[src/rtl/core/gdq_pkg.sv]
// Shared types, constants and fp conversion functions for the weight dequantizer.
package gdq_pkg;

  localparam int unsigned PosW  = 24;
  localparam int unsigned RegW  = 13;
  localparam int unsigned IdxW  = 38;
  localparam int unsigned TileRows = 4;

  typedef enum logic [2:0] {
    REG_MODE    = 3'd0,
    REG_LAYOUT  = 3'd1,
    REG_PADDED  = 3'd2,
    REG_KEPT    = 3'd3,
    REG_RLEN    = 3'd4,
    REG_GSL     = 3'd5,
    REG_GCNT    = 3'd6
  } reg_idx_e;

  localparam logic OP_SCALE = 1'b0;
  localparam logic OP_DATA  = 1'b1;

  typedef struct packed {
    logic        mode;
    logic        inter;
    logic [12:0] padded;
    logic [12:0] kept;
    logic [12:0] rlen;
    logic [3:0]  gsl;
    logic [12:0] gcnt;
  } cfg_t;

  typedef struct packed {
    logic [23:0] prow;
    logic [12:0] pcol;
    logic [19:0] ibn;
    logic [1:0]  ir;
    logic [12:0] ibk;
    logic [1:0]  ic;
    logic [21:0] sbn;
    logic [1:0]  sr;
    logic [12:0] sgrp;
    logic [23:0] spos;
    logic [23:0] dpos;
  } pos_t;

  function automatic logic [12:0] nz13(logic [12:0] v);
    return (v == 13'd0) ? 13'd1 : v;
  endfunction

  function automatic logic [31:0] half_to_single(logic [15:0] h);
    logic [4:0]  e;
    logic [9:0]  m;
    logic [3:0]  p;
    logic [19:0] sh;
    logic [7:0]  ex;
    e = h[14:10];
    m = h[9:0];
    p = 4'd0;
    for (int i = 0; i < 10; i++) begin
      if (m[i]) p = 4'(i);
    end
    sh = {m, 10'd0} >> p;
    ex = 8'd103 + {4'd0, p};
    if (e == 5'd0) begin
      if (m == 10'd0) return {h[15], 31'd0};
      return {h[15], ex, sh[9:0], 13'd0};
    end
    if (e == 5'h1F) return {h[15], 8'hFF, m, 13'd0};
    return {h[15], 8'd112 + {3'd0, e}, m, 13'd0};
  endfunction

  function automatic logic [31:0] scaled_product(logic [15:0] s, logic [7:0] q);
    logic        neg;
    logic [8:0]  mag;
    logic        sgn;
    logic [4:0]  e;
    logic [9:0]  m;
    logic [10:0] big;
    logic [18:0] p;
    logic [4:0]  h;
    logic [41:0] sh;
    logic [7:0]  ex;
    neg = q[7];
    mag = neg ? (9'd256 - {1'b0, q}) : {1'b0, q};
    sgn = s[15] ^ neg;
    e   = s[14:10];
    m   = s[9:0];
    big = (e == 5'd0) ? {1'b0, m} : {1'b1, m};
    p   = 19'(mag[7:0] * big);
    h   = 5'd0;
    for (int i = 0; i < 19; i++) begin
      if (p[i]) h = 5'(i);
    end
    sh = {p, 23'd0} >> h;
    ex = (e == 5'd0) ? (8'd103 + {3'd0, h}) : (8'd102 + {3'd0, h} + {3'd0, e});
    if (e == 5'h1F) begin
      if (m != 10'd0) return half_to_single(s) | 32'h0040_0000;
      if (mag == 9'd0) return 32'h7FC0_0000;
      return {sgn, 31'h7F80_0000};
    end
    if (p == 19'd0) return {sgn, 31'd0};
    return {sgn, ex, sh[22:0]};
  endfunction

endpackage

[src/rtl/core/gdq_div.sv]
// Serial restoring divider, one quotient bit per cycle.
module gdq_div import gdq_pkg::*; (
  input  logic        clk_i,
  input  logic        rst_ni,
  input  logic        start_i,
  input  logic [23:0] dividend_i,
  input  logic [12:0] divisor_i,
  output logic        busy_o,
  output logic        done_o,
  output logic [23:0] quot_o,
  output logic [12:0] rem_o
);

  logic [23:0] quot_q, quot_d;
  logic [12:0] rem_q, rem_d;
  logic [12:0] div_q, div_d;
  logic [4:0]  cnt_q, cnt_d;
  logic        busy_q, busy_d;
  logic        done_q, done_d;
  logic [13:0] sh;

  always_comb begin
    quot_d = quot_q;
    rem_d  = rem_q;
    div_d  = div_q;
    cnt_d  = cnt_q;
    busy_d = busy_q;
    done_d = 1'b0;
    sh     = {rem_q, quot_q[23]};
    if (start_i) begin
      quot_d = dividend_i;
      rem_d  = 13'd0;
      div_d  = divisor_i;
      cnt_d  = 5'd0;
      busy_d = 1'b1;
    end else if (busy_q) begin
      if (sh >= {1'b0, div_q}) begin
        rem_d  = 13'(sh - {1'b0, div_q});
        quot_d = {quot_q[22:0], 1'b1};
      end else begin
        rem_d  = sh[12:0];
        quot_d = {quot_q[22:0], 1'b0};
      end
      cnt_d = cnt_q + 5'd1;
      if (cnt_q == 5'd23) begin
        busy_d = 1'b0;
        done_d = 1'b1;
      end
    end
  end

  always_ff @(posedge clk_i or negedge rst_ni) begin
    if (!rst_ni) begin
      busy_q <= 1'b0;
      done_q <= 1'b0;
      cnt_q  <= 5'd0;
    end else begin
      busy_q <= busy_d;
      done_q <= done_d;
      cnt_q  <= cnt_d;
    end
  end

  always_ff @(posedge clk_i) begin
    quot_q <= quot_d;
    rem_q  <= rem_d;
    div_q  <= div_d;
  end

  assign busy_o = busy_q;
  assign done_o = done_q;
  assign quot_o = quot_q;
  assign rem_o  = rem_q;

endmodule

[src/rtl/core/gdq_pos_track.sv]
// Running scale and data positions kept as row/column counters, rebuilt after config writes.
module gdq_pos_track import gdq_pkg::*; (
  input  logic clk_i,
  input  logic rst_ni,
  input  cfg_t cfg_i,
  input  logic cfg_we_i,
  input  logic acc_scale_i,
  input  logic acc_data_i,
  output pos_t pos_o,
  output logic busy_o
);

  pos_t        pos_q, pos_d;
  logic        pend_q;
  logic [12:0] g, klen, kq;
  logic        bz [3];
  logic        dn [3];
  logic [23:0] quo [3];
  logic [12:0] rmd [3];

  assign g    = nz13(cfg_i.gcnt);
  assign klen = nz13(cfg_i.rlen);
  assign kq   = nz13({2'b0, cfg_i.rlen[12:2]});

  gdq_div u_div_plain (
    .clk_i, .rst_ni, .start_i(pend_q), .dividend_i(pos_q.dpos), .divisor_i(klen),
    .busy_o(bz[0]), .done_o(dn[0]), .quot_o(quo[0]), .rem_o(rmd[0])
  );
  gdq_div u_div_tile (
    .clk_i, .rst_ni, .start_i(pend_q), .dividend_i({4'd0, pos_q.dpos[23:4]}), .divisor_i(kq),
    .busy_o(bz[1]), .done_o(dn[1]), .quot_o(quo[1]), .rem_o(rmd[1])
  );
  gdq_div u_div_scale (
    .clk_i, .rst_ni, .start_i(pend_q), .dividend_i({2'd0, pos_q.spos[23:2]}), .divisor_i(g),
    .busy_o(bz[2]), .done_o(dn[2]), .quot_o(quo[2]), .rem_o(rmd[2])
  );

  always_comb begin
    pos_d = pos_q;
    if (acc_data_i) begin
      pos_d.dpos = pos_q.dpos + 24'd1;
      if ({1'b0, pos_q.pcol} + 14'd1 >= {1'b0, klen}) begin
        pos_d.pcol = 13'd0;
        pos_d.prow = pos_q.prow + 24'd1;
      end else begin
        pos_d.pcol = pos_q.pcol + 13'd1;
      end
      pos_d.ic = pos_q.ic + 2'd1;
      if (pos_q.ic == 2'd3) begin
        pos_d.ir = pos_q.ir + 2'd1;
        if (pos_q.ir == 2'd3) begin
          if ({1'b0, pos_q.ibk} + 14'd1 >= {1'b0, kq}) begin
            pos_d.ibk = 13'd0;
            pos_d.ibn = pos_q.ibn + 20'd1;
          end else begin
            pos_d.ibk = pos_q.ibk + 13'd1;
          end
        end
      end
      if (pos_q.dpos == 24'hFF_FFFF) begin
        pos_d.dpos = '0; pos_d.prow = '0; pos_d.pcol = '0;
        pos_d.ibn = '0; pos_d.ir = '0; pos_d.ibk = '0; pos_d.ic = '0;
      end
    end
    if (acc_scale_i) begin
      pos_d.spos = pos_q.spos + 24'd1;
      pos_d.sr   = pos_q.sr + 2'd1;
      if (pos_q.sr == 2'd3) begin
        if ({1'b0, pos_q.sgrp} + 14'd1 >= {1'b0, g}) begin
          pos_d.sgrp = 13'd0;
          pos_d.sbn  = pos_q.sbn + 22'd1;
        end else begin
          pos_d.sgrp = pos_q.sgrp + 13'd1;
        end
      end
      if (pos_q.spos == 24'hFF_FFFF) begin
        pos_d.spos = '0; pos_d.sr = '0; pos_d.sgrp = '0; pos_d.sbn = '0;
      end
    end
    if (dn[0]) begin
      pos_d.prow = quo[0];
      pos_d.pcol = rmd[0];
    end
    if (dn[1]) begin
      pos_d.ibn = quo[1][19:0];
      pos_d.ibk = rmd[1];
      pos_d.ir  = pos_q.dpos[3:2];
      pos_d.ic  = pos_q.dpos[1:0];
    end
    if (dn[2]) begin
      pos_d.sbn  = quo[2][21:0];
      pos_d.sgrp = rmd[2];
      pos_d.sr   = pos_q.spos[1:0];
    end
  end

  always_ff @(posedge clk_i or negedge rst_ni) begin
    if (!rst_ni) begin
      pos_q  <= '0;
      pend_q <= 1'b0;
    end else begin
      pos_q  <= pos_d;
      pend_q <= cfg_we_i;
    end
  end

  assign pos_o  = pos_q;
  // the load cycle of the rebuilt counters still blocks new beats
  assign busy_o = pend_q | bz[0] | bz[1] | bz[2] | dn[0] | dn[1] | dn[2];

endmodule

[config.mk]
export PLATFORM = sky130hd
export DESIGN_NAME = gdq_pos_track
export DESIGN_NICKNAME = d
export VERILOG_FILES = /design/src/rtl/core/gdq_pkg.sv /design/src/rtl/core/gdq_div.sv /design/src/rtl/core/gdq_pos_track.sv
export SDC_FILE = /design/constraint.sdc
export NUM_CORES = 1
export LEC_CHECK = 0
export BUFFER_PORTS_ARGS = -buffer_cell sky130_fd_sc_hd__buf_2
export CORE_MARGIN = 4
export CORE_UTILIZATION = 50
export CTS_CLUSTER_SIZE = 25
export DETAILED_ROUTE_END_ITERATION = 8
export MAX_ROUTING_LAYER = met4
export PLACE_DENSITY = 0.7
export SYNTH_ARGS = -nofsm -noshare
export SYNTH_HDL_FRONTEND = slang
export SYNTH_SLANG_ARGS = --single-unit
export TNS_END_PERCENT = 10
[constraint.sdc]
create_clock -name clk_i -period 3.6 [get_ports clk_i]
set_clock_uncertainty 0.05 [all_clocks]
set_input_delay 0.18 -clock clk_i [delete_from_list [all_inputs] [get_ports clk_i]]
set_output_delay 0.18 -clock clk_i [all_outputs]
set_load 0.005 [all_outputs]
; Word-level counts from Yosys, hierarchy flattened
; Cells that the tools add are included.
[classes]
add_sub_neg = 20
n_lt_le_gt_ge = 6
eq_ne = 8
mux = 58
bitwise_logic = 6
reduce_logical = 21
[ops]
columns = op, count
row1 = two-way mux 74 bit, 2
row2 = two-way mux 13 bit, 10
row3 = two-way mux 61 bit, 2
row4 = two-way mux 37 bit, 3
row5 = two-way mux 24 bit, 4
row6 = two-way mux 22 bit, 4
row7 = two-way mux 20 bit, 4
row8 = adder 24 x 1 -> 24 bit (second input constant), 3
row9 = greater-or-equal comparator 14 x 13 -> 1 bit, 5
row10 = equality test 24 bit (second input constant), 2
row11 = adder 13 x 1 -> 14 bit (second input constant), 3
row12 = adder 13 x 1 -> 13 bit (second input constant), 3
row13 = subtractor 13 bit, 3
row14 = two-way mux 35 bit, 1
row15 = two-way mux 5 bit, 6
row16 = logical NOT 13 bit, 2
row17 = adder 22 x 1 -> 22 bit (second input constant), 1
row18 = two-way mux 1 bit, 21
row19 = adder 20 x 1 -> 20 bit (second input constant), 1
row20 = nonzero test 3 bit, 6
row21 = adder 5 x 1 -> 5 bit (second input constant), 3
row22 = equality test 5 bit (second input constant), 3
row23 = greater-or-equal comparator 14 x 11 -> 1 bit, 1
row24 = nonzero test 2 bit, 6
row25 = 8 further kinds, 20
[word_totals]
regBits = 331
inputBits = 63
output_inout_bits = 160
elab_cells = 151

; Logic depth before layout (Yosys ltp)
[depth]
depth_word = 9
depth_mapped = 15
depth_no_buf = 14

; Hierarchy
; A second synthesis with hierarchy kept.
[unflattened]
cells_unflattened = 2009
hier_area_um2 = 19194.7
[modules_own_cells]
columns = mod, instances, cells_each, area_per_inst_um2, seq_area_each_um2
row1 = gdq_pos_track, 1, 1259, 10347.4, 4003.8
row2 = gdq_div, 3, 250, 2949.1, 1546.5

; Worst setup path before layout
; Ideal clock, no wire load.
[synth_timing]
path_type = reg2reg
startpoint = reg pos_q (netlist bit pos_o[122])
endpoint = reg pos_q (netlist bit pos_o[140])
setup_ns = 0.087
arrival_ns = 3.263
required_time_ns = 3.463
slack_ns = 0.200
path_stages_with_launch = 16
path_buffers = 2
period_less_slack_ns = 3.400
cell_sequence = dfrtp_1 > ha_1 > and3_1 > nand3_1 > or2_2 > clkbuf_1 > nor2_1 > xor2_1 > ha_1 > o21a_1 > o221ai_1 > a31oi_1 > nor2_1 > clkbuf_1 > nand3_1 > o211ai_1
[synth_via]
elab_chain_len = 4
[synth_lines]
columns = element, line_no
row1 = "start, declared", gdq_pos_track.sv:13  ; pos_t pos_q, pos_d;
row2 = "start signal, assigned", gdq_pos_track.sv:102  ; pos_q <= pos_d;
row3 = adder 13 x 1 -> 14 bit, gdq_pos_track.sv:42  ; if ({1'b0, pos_q.pcol} + 14'd1 >= {1'b0, klen}) begin
row4 = greater-or-equal comparator 14 x 13 -> 1 bit, gdq_pos_track.sv:42
row5 = nonzero test 3 bit (no line), -
row6 = AND reduction 2 bit (no line), -
; Every way passes these cells.
; A chain may end at the register's enable or synchronous reset.

; Worst setup path in the final report
[layout_timing]
startpoint = reg pos_q (netlist bit pos_o[123])
endpoint = reg pos_q (netlist bit pos_o[147])
; Same word-level chain as after synthesis.

==> impl_results.md <==
- Pins Over Slew Limit: 0
- CTS Buffer Depth: 3
- First-pass GRT wire length: 85200 microns
- Unrepaired setup endpoints after global routing: no
- Power Density: 498 nW/um^2
- TritonCTS clock tree: built
- Endpoints failing setup: 0
- Final Hold Fails: 0
- Adder-Cell Fraction of Synth Area: 0.0603
- Residual DRC: 0
- Area of the multi-input gates: 9630 sq um
- Drt wl/cell: 18.7 microns
- Layout Nets: 2453
- Largest net degree at the start of global routing: 87
- Fraction of power consumed by sequential logic: 0.428
- Worst path required time: 3.98 ns
- Post-synth ARST share: 0.550
- Antenna cell count: 0
- Max-Cap Viols: 0
- Post-synthesis compound-gate area fraction: 0.169
- R2R cell count: 15
- Routed via count: 16801
- Syn Area/Cell: 9.10 sq um
- Comb pwr share: 0.213
- Chip height: 204 microns
- CP bufs+invs: 2
- Die area: 41700 sq um
- Worst hold-check path type: input port to asynchronous set/reset pin
- XOR/XNOR share of the synthesized area: 0.0473
- Sw Ratio: 0.304
- DP Area: 20800 sq um
- Area contributors post-synth: dfrtp_1, edfxtp_1, ha_1
- Layout cells sized above 1: 0.159
- Clk network pwr share: 0.359
- Die Width: 204 microns
- Maximum vdd ir drop: 430 uV
- Fin area: 22400 sq um
- Most common cell in the netlist: nor2_1
- Worst-path clk slew: 0.06 ns
- Post-Syn Area: 19300 sq um
- Initial antenna violation count: 0
- Mux contribution to synthesized area: 0.0345
- Cell Rows: 71
- Unique masters post-synth: 81
- Tot GR Track Use: 0.256
- I/O pins: 223
- Antenna Nets Post-Route: 0
- Crit path arrival time: 3.76 ns
- Minimum clock period: 3.38 ns
- Sw Pwr: 3390 uW
- Mapped Cells: 2116
- Worst-margin pin slew: 1.20 ns
- Total gr overflow: 0
- Num CTS Buffers: 39
- Top FF cell, synth: dfrtp_1
- Post-synth EDFFs: 103
- Placeable Area: 37800 sq um
- Initial Utilization: 0.509
- Leakage Power: 0.0101 uW
- YS warnings: 0
- Clock Sinks: 329
- Crit path max-delay cell type: dfrtp_1
- Yosys top cell area share: 0.235
- Max stage delay on crit path: 0.41 ns
- Root Driver: clkbuf_16
- Slew HR: 0.197
- Total Wirelength: 53200 microns
- Via density: 5.92
- H-tree depth: 2
- Fillers: 3306
- Worst-path cell chain: ha_1 > and3_1 > nand3_2 > or2_2 > nor2_1 > xor2_1 > ha_1 > o21a_1 > o221ai_1 > a31oi_2 > buf_4 > o21ai_2 > buf_12 > nor2_1 > o22a_1
- First-pass DRT Iterations: 6
- Critical Path End Type: register
- Synth cell count leaders: nor2_1, dfrtp_1, nand2_1, inv_1, a21oi_1
- Int Pwr: 7770 uW
- Reg-to-Reg Start: pos_o[123]
- Fin crit share: 0.938
- R2r endpoint: pos_o[147]
- Critical Path Source Type: register
- RePlAce Congestion: 0.921
- Dpl hpwl: 38000 microns
- Synthesis-stage register bit count: 329
- Worst-path maximum fanout: 32
- Number of global-route vias before repair: 15979
- Combinational family with the most area after synthesis: simple AND/OR/NAND/NOR gates
- Register-to-register setup slack: 0.22 ns
- Worst skew pair latency: 0.55 ns
- Post-synthesis simple-gate area fraction: 0.186
- Port Buffers: 190
- Outcome: completed
- Initial DRC count: 1572
- Largest area contributor in the netlist: dfrtp_1
- Sum of negative setup slack: 0 ns
- Area grow syn2layout: 16.3%
- Max Freq: 296 MHz
- Sequential share of the synthesized area: 0.443
- Crit-path leading delay family: simple AND/OR/NAND/NOR gates
- FF+latch area: 8530 sq um
- Syn_nets: 2270
- Crit Path Class: register to register
-- placed cells by master (no fill, tap or decap), types with 9 or more instances in the layout --
cell           instances
nor2_1               198
a32oi_1               16
mux2i_1               36
dfxtp_1               45
nand2b_1              21
dlygate4sd3_1         29
clkbuf_1              11
dfrtp_1              178
xnor2_1               52
o22ai_1               10
ha_1                  88
a211oi_1              32
and3_1                34
or3_1                 12
a22oi_1               13
nor4_1                23
nor3b_1               14
buf_4                 52
nand4_1               51
nand2_1              162
a21o_1                15
mux2_2                27
nor3_1                61
xor2_1                52
o21ai_0              127
o211ai_1              26
clkbuf_16             41
nor2b_1               15
o21ai_1               27
a21oi_1              139
nand3_1               76
inv_1                155
o21a_1                13
buf_2                189
edfxtp_1             103
and4_1                 9
-- state kept, by name, indices dropped and copies added (netlist names), 5 cells and up --
register            flops
u_div_tile.cnt_q        5
u_div_tile.div_q       11
u_div_scale.div_q      13
u_div_tile.rem_o       13
pos_o                 159
u_div_scale.cnt_q       5
u_div_plain.cnt_q       5
u_div_plain.quot_o     24
u_div_tile.quot_o      24
u_div_plain.div_q      13
u_div_scale.rem_o      13
u_div_scale.quot_o     24
u_div_plain.rem_o      13
-- cell type report --
| class | instances | area share |
|---|---|---|
| flip-flops and latches | 329 | 0.381 |
| inverters | 156 | 0.0261 |
| multi-input cells | 1498 | 0.430 |
| clock inverters | 13 | 0.00631 |
| repair buffers | 275 | 0.0768 |
| clock buffers | 58 | 0.0513 |
| well taps | 511 | 0.0285 |
-- per-layer routing --
layer,vias to the layer above,global-route usage,part of all wire
met4,0,0.0857,0.031
met1,8144,0.342,0.44
li1,7960,-,-
met2,590,0.403,0.46
met5,-,-,0
met3,107,0.0409,0.068
-- how the worst max path moves through the flow --
stage | start | to | cells after the start
2_1_floorplan | pos_o[122] | pos_o[140] | 15
3_3_place_gp | cfg_i[19] | pos_o[114] | 12
3_5_place_dp | pos_o[123] | pos_o[125] | 14
4_1_cts | pos_o[123] | pos_o[125] | 14
5_1_grt | pos_o[48] | pos_o[71] | 16
6_report | pos_o[123] | pos_o[147] | 15
-- cell families (layout without fill, tap and decap cells) --
group | count (synthesis) | after routing
flip-flops | 329 | 329
buffers and inverters | 289 | 502
XOR/XNOR | 104 | 104
AO/OA/AOI/OAI | 513 | 513
adder cells (fa/ha/maj) | 91 | 91
multiplexers | 63 | 63
AND/OR/NAND/NOR | 727 | 727
-- timing repair --
item | in CTS | in global routing
endpoints found under the hold margin | 100 | 0
setup buffers | 0 | 0
hold buffers | 29 | 0
resized for setup | 0 | 10
endpoints found under the setup margin | 0 | 33
-- through the flow --
stage | power, uW | cells | worst slack (ns) | hold WS [ns] | utilization
6_report | 11200 | 2840 | 0.222 | 0.137 | 0.592
5_1_grt | 11800 | 2840 | 0.0107 | 0.173 | 0.592
4_1_cts | 11200 | 2840 | 0.143 | 0.127 | 0.591
3_5_place_dp | 7160 | 2740 | 0.149 | 0.160 | 0.549
3_3_place_gp | 7090 | 2740 | 0.176 | 0.156 | 0.549
2_1_floorplan | 6230 | 2116 | 0.200 | -0.166 | -
-- worst reg2reg max path, cell delays in order, from the launching register on --
cell	delay [ns]
dfrtp_1	0.41
ha_1	0.18
and3_1	0.22
nand3_2	0.14
or2_2	0.38
nor2_1	0.14
xor2_1	0.20
ha_1	0.26
o21a_1	0.17
o221ai_1	0.20
a31oi_2	0.09
buf_4	0.18
o21ai_2	0.19
buf_12	0.20
nor2_1	0.08
o22a_1	0.19
-- power groups by stage --
stage,Combinational (uW),Sequential [uW],Clock [uW]
after global placement,2280,4810,0
after global routing,2680,4840,4240
final,2380,4780,4010
after floorplan,1550,4690,0
after detailed placement,2340,4830,0
after CTS,2370,4760,4100
No activity file was read; power rests on OpenSTA's default activity.
